## config.mk

```make
export PLATFORM = sky130hd
export DESIGN_NAME = mcbf_avg
export DESIGN_NICKNAME = d
export VERILOG_FILES = /design/src/rtl/mcbf_pkg.sv /design/src/rtl/mcbf_avg.sv
export SDC_FILE = /design/constraint.sdc
export NUM_CORES = 1
export LEC_CHECK = 0
export BUFFER_PORTS_ARGS = -buffer_cell sky130_fd_sc_hd__buf_2
export CAP_MARGIN = 20
export CORE_AREA = 2 2 107 109
export DETAILED_ROUTE_END_ITERATION = 8
export DIE_AREA = 0 0 109 111
export GPL_TIMING_DRIVEN = 1
export SLEW_MARGIN = 25
export SYNTH_ARGS = -nofsm -noshare
export SYNTH_HDL_FRONTEND = slang
export SYNTH_SLANG_ARGS = --single-unit
```

## constraint.sdc

```tcl
create_clock -name vclk -period 7
set_input_delay 0.7 -clock vclk [all_inputs]
set_output_delay 0.7 -clock vclk [all_outputs]
set_load 0.03 [all_outputs]
```

## src/rtl/mcbf_pkg.sv

```systemverilog
// ----------------------------------------------------------------------------
// mcbf_pkg
// Shared constants and types of the mipmap chain box filter.
// ----------------------------------------------------------------------------
package mcbf_pkg;

  localparam int CFG_W      = 11;  // width of the config data port
  localparam int CFG_IDX_W  = 2;
  localparam int PIX_W      = 32;
  localparam int POS_W      = 10;  // column/row counter per level
  localparam int OUT_POS_W  = 9;
  localparam int LVL_W      = 4;
  localparam int NUM_LEVELS = 11;
  localparam int LVL_STEPS  = 10;  // levels an input can walk through
  localparam int LANE_W     = 9;
  localparam int PAIR_W     = 36;

  localparam int DEF_MAX_WIDTH  = 1024;
  localparam int DEF_MAX_HEIGHT = 1024;

  localparam logic [CFG_IDX_W-1:0] REG_IMAGE_WIDTH  = 2'd0;
  localparam logic [CFG_IDX_W-1:0] REG_IMAGE_HEIGHT = 2'd1;
  localparam logic [CFG_IDX_W-1:0] REG_GEN_ENABLE   = 2'd2;

  typedef enum logic [1:0] {
    ST_IDLE,
    ST_LOOK,
    ST_CALC,
    ST_FINISH
  } state_t;

  // Strobes from the sequencer to the datapath.
  typedef struct packed {
    logic start;      // accept input, begin walk
    logic cnt_upd;    // advance level counters
    logic ram_re;
    logic left_we;
    logic ram_we;
    logic emit;       // new level result into pending slot
    logic push;       // pending slot into output register
    logic push_last;
  } ctrl_t;

endpackage

```

## src/rtl/mcbf_avg.sv

```systemverilog
// ----------------------------------------------------------------------------
// mcbf_avg
// Per-channel 2x2 box filter: horizontal pair sum, vertical sum, divide by 4.
// ----------------------------------------------------------------------------
module mcbf_avg (
  input  logic [mcbf_pkg::PIX_W-1:0]  left_pix,
  input  logic [mcbf_pkg::PIX_W-1:0]  cur_pix,
  input  logic [mcbf_pkg::PAIR_W-1:0] pair_in,
  input  logic                        use_left,
  input  logic                        use_pair,
  output logic [mcbf_pkg::PAIR_W-1:0] hsum_out,
  output logic [mcbf_pkg::PIX_W-1:0]  res
);

  always_comb begin
    logic [8:0] h;
    logic [9:0] t;
    hsum_out = '0;
    res      = '0;
    for (int k = 0; k < 4; k++) begin
      if (use_left) begin
        h = {1'b0, left_pix[8*k +: 8]} + {1'b0, cur_pix[8*k +: 8]};
      end else begin
        h = {cur_pix[8*k +: 8], 1'b0};
      end
      if (use_pair) begin
        t = {1'b0, pair_in[9*k +: 9]} + {1'b0, h};
      end else begin
        t = {h, 1'b0};
      end
      hsum_out[9*k +: 9] = h;
      res[8*k +: 8]      = t[9:2];
    end
  end

endmodule

```

# Yosys cells after proc, flatten, opt, wreduce, memory -nomap -nowiden
# Cells that the tools add are included.
dict set report totals {
  register_bits 0
  in_bits 102
  out_inout_bits 68
  elab_cells 16
}
dict set report op_classes {
  add_sub_neg 8
  muxes 8
}
# op count
set op_table {}
lappend op_table {{adder 9 x 9 -> 10 bit} 4}
lappend op_table {{two-way mux 10 bit} 4}
lappend op_table {{adder 8 x 8 -> 9 bit} 4}
lappend op_table {{two-way mux 9 bit} 4}

# Longest topological paths before layout
dict set report logic_depth {
  ltp_word 4
  mapped_depth 16
  ltp_nobuf 16
}

# Worst setup path after synthesis
# OpenSTA, ideal clock, no wires.
dict set report synth_path {
  kind {input -> output}
  startpoint {in left_pix[0] (netlist bit)}
  endpoint {out res[5] (netlist bit)}
  cell_stages 16
  path_buffers 0
  path_slack_ps 2196
  arrival_time_ps 4104
  path_cell_list {ha_1 -> inv_1 -> fa_1 -> nand2b_1 -> a21oi_1 -> o21ai_0 -> or3b_2 -> nand3_1 -> o21ai_0 -> ha_1 -> nand3_1 -> nand2_1 -> a41o_1 -> or2_2 -> xnor2_1 -> a22oi_1}
}
dict set report synth_via {
  elab_chain_cells 4
}
# element line_no
set synth_lines {}
lappend synth_lines {{start, declared} mcbf_avg.sv:6} ;# input logic [mcbf_pkg::PIX_W-1:0] left_pix,
lappend synth_lines {{adder 8 x 8 -> 9 bit (*)} mcbf_avg.sv:22} ;# h = {1'b0, left_pix[8*k +: 8]} + {1'b0, cur_pix[8*k +: 8]};
lappend synth_lines {{two-way mux 9 bit (*)} mcbf_avg.sv:21} ;# if (use_left) begin
lappend synth_lines {{named net hsum_out, one bit} mcbf_avg.sv:11} ;# output logic [mcbf_pkg::PAIR_W-1:0] hsum_out,
lappend synth_lines {{adder 9 x 9 -> 10 bit} mcbf_avg.sv:27} ;# t = {1'b0, pair_in[9*k +: 9]} + {1'b0, h};
lappend synth_lines {{two-way mux 10 bit (*)} mcbf_avg.sv:26} ;# if (use_pair) begin
lappend synth_lines {{end, declared} mcbf_avg.sv:12} ;# output logic [mcbf_pkg::PIX_W-1:0] res
# The timed path passes the listed nets; every way through them passes the cells marked *.

# Worst setup path after layout
dict set report layout_path {
  startpoint {in left_pix[0] (netlist bit)}
  endpoint {out res[5] (netlist bit)}
}
dict set report layout_via {
  elab_chain_cells 4
}
# element line_no
set layout_lines {}
lappend layout_lines {{adder 8 x 8 -> 9 bit (*)} mcbf_avg.sv:22}
lappend layout_lines {{two-way mux 9 bit (*)} mcbf_avg.sv:21}
lappend layout_lines {{adder 9 x 9 -> 10 bit} mcbf_avg.sv:27}
lappend layout_lines {{two-way mux 10 bit (*)} mcbf_avg.sv:26}
# Every way passes the cells marked *; elsewhere a longest branch is shown, timed or not.

==> run_results.csv <==
group,metric,value,unit
clock_tree,hold_buffers,0,
power,leakagePower,2.09,nW
run_status,status,"finished, final reports clean",
detailed_routing,vias,3714,
placed_design,gp_congestion,0.831,
synth,syn-num-nets,596,
power,powerDensity,148,mW/mm^2
detailed_routing,drtIter0Drc,111,
grt,first_global_vias,3580,
synth,synth_top_area_cell,"ha_1",
synth,synth_warnings,0,
floorplan,core_area,0.0111,sq mm
synth,yosysSeqAreaShare,0,%
synth,synth_area,0.00324,sq mm
detailed_routing,dr.pass1.iters,4,
timing,tns,0,ps
placed_design,dpl_cell_area,0.00423,sq mm
floorplan,row_count,39,
synth,synth.most_common_cell,"ha_1",
cells_and_area,area_growth,30.6,%
detailed_routing,ant_nets,0,
worst_setup_path,worstPathArrival,3930,ps
grt,grt_max_degree,50,
detailed_routing,finalWirelength,9690,um
timing,whs,1840,ps
placed_design,portBuffers,170,
worst_setup_path,endpoint_kind,"primary output",
grt,grt_pass1_wl,16000,um
clock_tree,cts_resized,0,
timing,tightest_slew,865,ps
cells_and_area,nClkBuffers,0,
timing,slew_headroom,42.3,%
synth,synth_common_cells,"ha_1, a21oi_1, nor2_1, o21ai_0, nand2_1",
timing,hold_violations,0,
hold_path,min_path_type,"in2out",
worst_setup_path,startpoint,"left_pix[0]",
synth,yosysTopAreaCellShare,26.3,%
cells_and_area,fill_cells,1160,
floorplan,dieArea,0.0121,sq mm
worst_setup_path,cp-start-kind,"input pin",
timing,drv_slew,0,
grt,grt.overflow.total,0,
cells_and_area,fin_area,0.00423,sq mm
worst_setup_path,critPathRequiredTime,6300,ps
detailed_routing,vias_per_cell,5.13,
job,maxCapViolCount,0,
timing,rsz0062_at_grt,"no",
timing,max_freq,216,MHz
power,max-vdd-ir-drop,0.0702,mV
synth,syn_avg_cell_area,7.67,sq um
synth,netlist_instances,422,
synth,synth.area.top_cells,"ha_1, xnor2_1, a21oi_1, o21ai_0, mux2_2",
clock_tree,post-cts-setup-buffer-count,0,
detailed_routing,drc,0,
cells_and_area,final_nets,757,
detailed_routing,wl_per_cell,13.4,um
cells_and_area,num_antenna_cells,0,
cells_and_area,seq_cell_count,0,
timing,setup-violations-final,0,
floorplan,initial_core_util,29.2,%
worst_setup_path,criticalPathCategory,"in2out",
floorplan,die_w,109,um
timing,fin_crit,4630,ps
grt,grt.total_usage,15.3,%
floorplan,die_h,111,um
placed_design,place_hpwl,8100,um
floorplan,floorplan.io_pins,170,
synth,synth_cell_types,56,
grt,grt_antenna_before_repair,0,
cells_and_area,drive_gt1_share,36.3,%
cells_and_area,ff_latch_area,0,sq um
hold_path,min_from,"cur_pix[13]",
worst_setup_path,path_max_fanout,4,
timing,fin_crit_sh,66.2,%
==> cell usage in the layout, fill, tap and decap left out, types with 2 or more instances in the layout <==
cell | synthesis | final
a211oi_2 | 6 | 6
or4_1 | 2 | 2
o21a_1 | 9 | 9
o31ai_1 | 3 | 3
nor2_1 | 32 | 32
a31oi_1 | 3 | 3
o21ai_1 | 3 | 3
xnor2_1 | 25 | 25
inv_1 | 14 | 14
nand4_1 | 3 | 3
o2bb2ai_1 | 9 | 9
a211oi_1 | 17 | 17
nor3_2 | 2 | 2
o21bai_1 | 6 | 6
a21oi_1 | 35 | 35
nand2_1 | 27 | 27
ha_1 | 68 | 68
mux2_4 | 3 | 3
o221ai_1 | 2 | 2
nor2b_1 | 5 | 5
xor2_1 | 8 | 8
nand2b_1 | 11 | 11
nor3_4 | 2 | 2
a211o_1 | 2 | 2
fa_1 | 4 | 4
nor3_1 | 12 | 12
a21oi_2 | 4 | 4
buf_2 | 2 | 170
mux2_2 | 14 | 14
a21o_1 | 11 | 11
and2_1 | 6 | 6
nand3_1 | 5 | 5
o21ai_0 | 32 | 32
a22oi_1 | 2 | 2
or2_2 | 3 | 3
==> worst max-delay path: stages <==
cell and delay [ps]:
buf_2 100, ha_1 220, inv_1 90, fa_1 190, nand2b_1 150, a21oi_1 120
o21ai_0 150, or3b_2 450, nand3_1 110, o21ai_0 130, ha_1 360, nand3_1 80
nand2_1 50, a41o_1 230, or2_2 300, xnor2_1 130, a22oi_1 140, buf_2 240
==> routing by layer <==
| metal | vias up | share of wire [%] | track usage [%] |
|---|---|---|---|
| li1 | 1918 | - | - |
| met4 | 0 | 0.072 | 0.769 |
| met2 | 91 | 49 | 28.3 |
| met1 | 1703 | 46 | 20.1 |
| met5 | - | 0 | 0 |
| met3 | 2 | 5.1 | 1.18 |
==> worst paths after layout <==
path	endpoint	slack, ps	depth (start not counted)
worst max-delay path	res[5]	2370	18
worst min-delay path	hsum_out[15]	1840	3
==> where the power goes <==
part / internal (mW) / switching [mW] / total [mW]
Combinational: 0.243 / 0.380 / 0.623
Sequential: 0 / 0 / 0
Clock: 0 / 0 / 0
Total: 0.243 / 0.380 / 0.623
==> per-stage QoR <==
| step | cells | worst slack [ps] | power [mW] | utilization, % |
|---|---|---|---|---|
| 3_3_place_gp | 724 | 2470 | 0.616 | 38.1 |
| 2_1_floorplan | 422 | 2200 | 0.466 | - |
| 6_report | 724 | 2370 | 0.623 | 38.1 |
| 3_5_place_dp | 724 | 2390 | 0.623 | 38.1 |
| 5_1_grt | 724 | 2090 | 0.685 | 38.1 |
| 4_1_cts | 724 | 2380 | 0.627 | 38.1 |
==> cell families after synthesis <==
| logic type | after synthesis | synth area share [%] |
|---|---|---|
| AO/OA/AOI/OAI | 154 | 33.5 |
| XOR/XNOR | 33 | 8.93 |
| AND/OR/NAND/NOR | 118 | 19.0 |
| multiplexers | 18 | 6.57 |
| adder cells (fa/ha/maj) | 72 | 28.8 |
| buffers and inverters | 27 | 3.21 |
==> final cells by class <==
| cell class | count | area (sq um) | share of cell area (%) |
|---|---|---|---|
| repair buffers | 171 | 858 | 20.3 |
| well taps | 143 | 179 | 4.23 |
| inverters | 15 | 56.3 | 1.33 |
| multi-input cells | 395 | 3130 | 74.1 |
No activity file was read; power rests on OpenSTA's default activity.
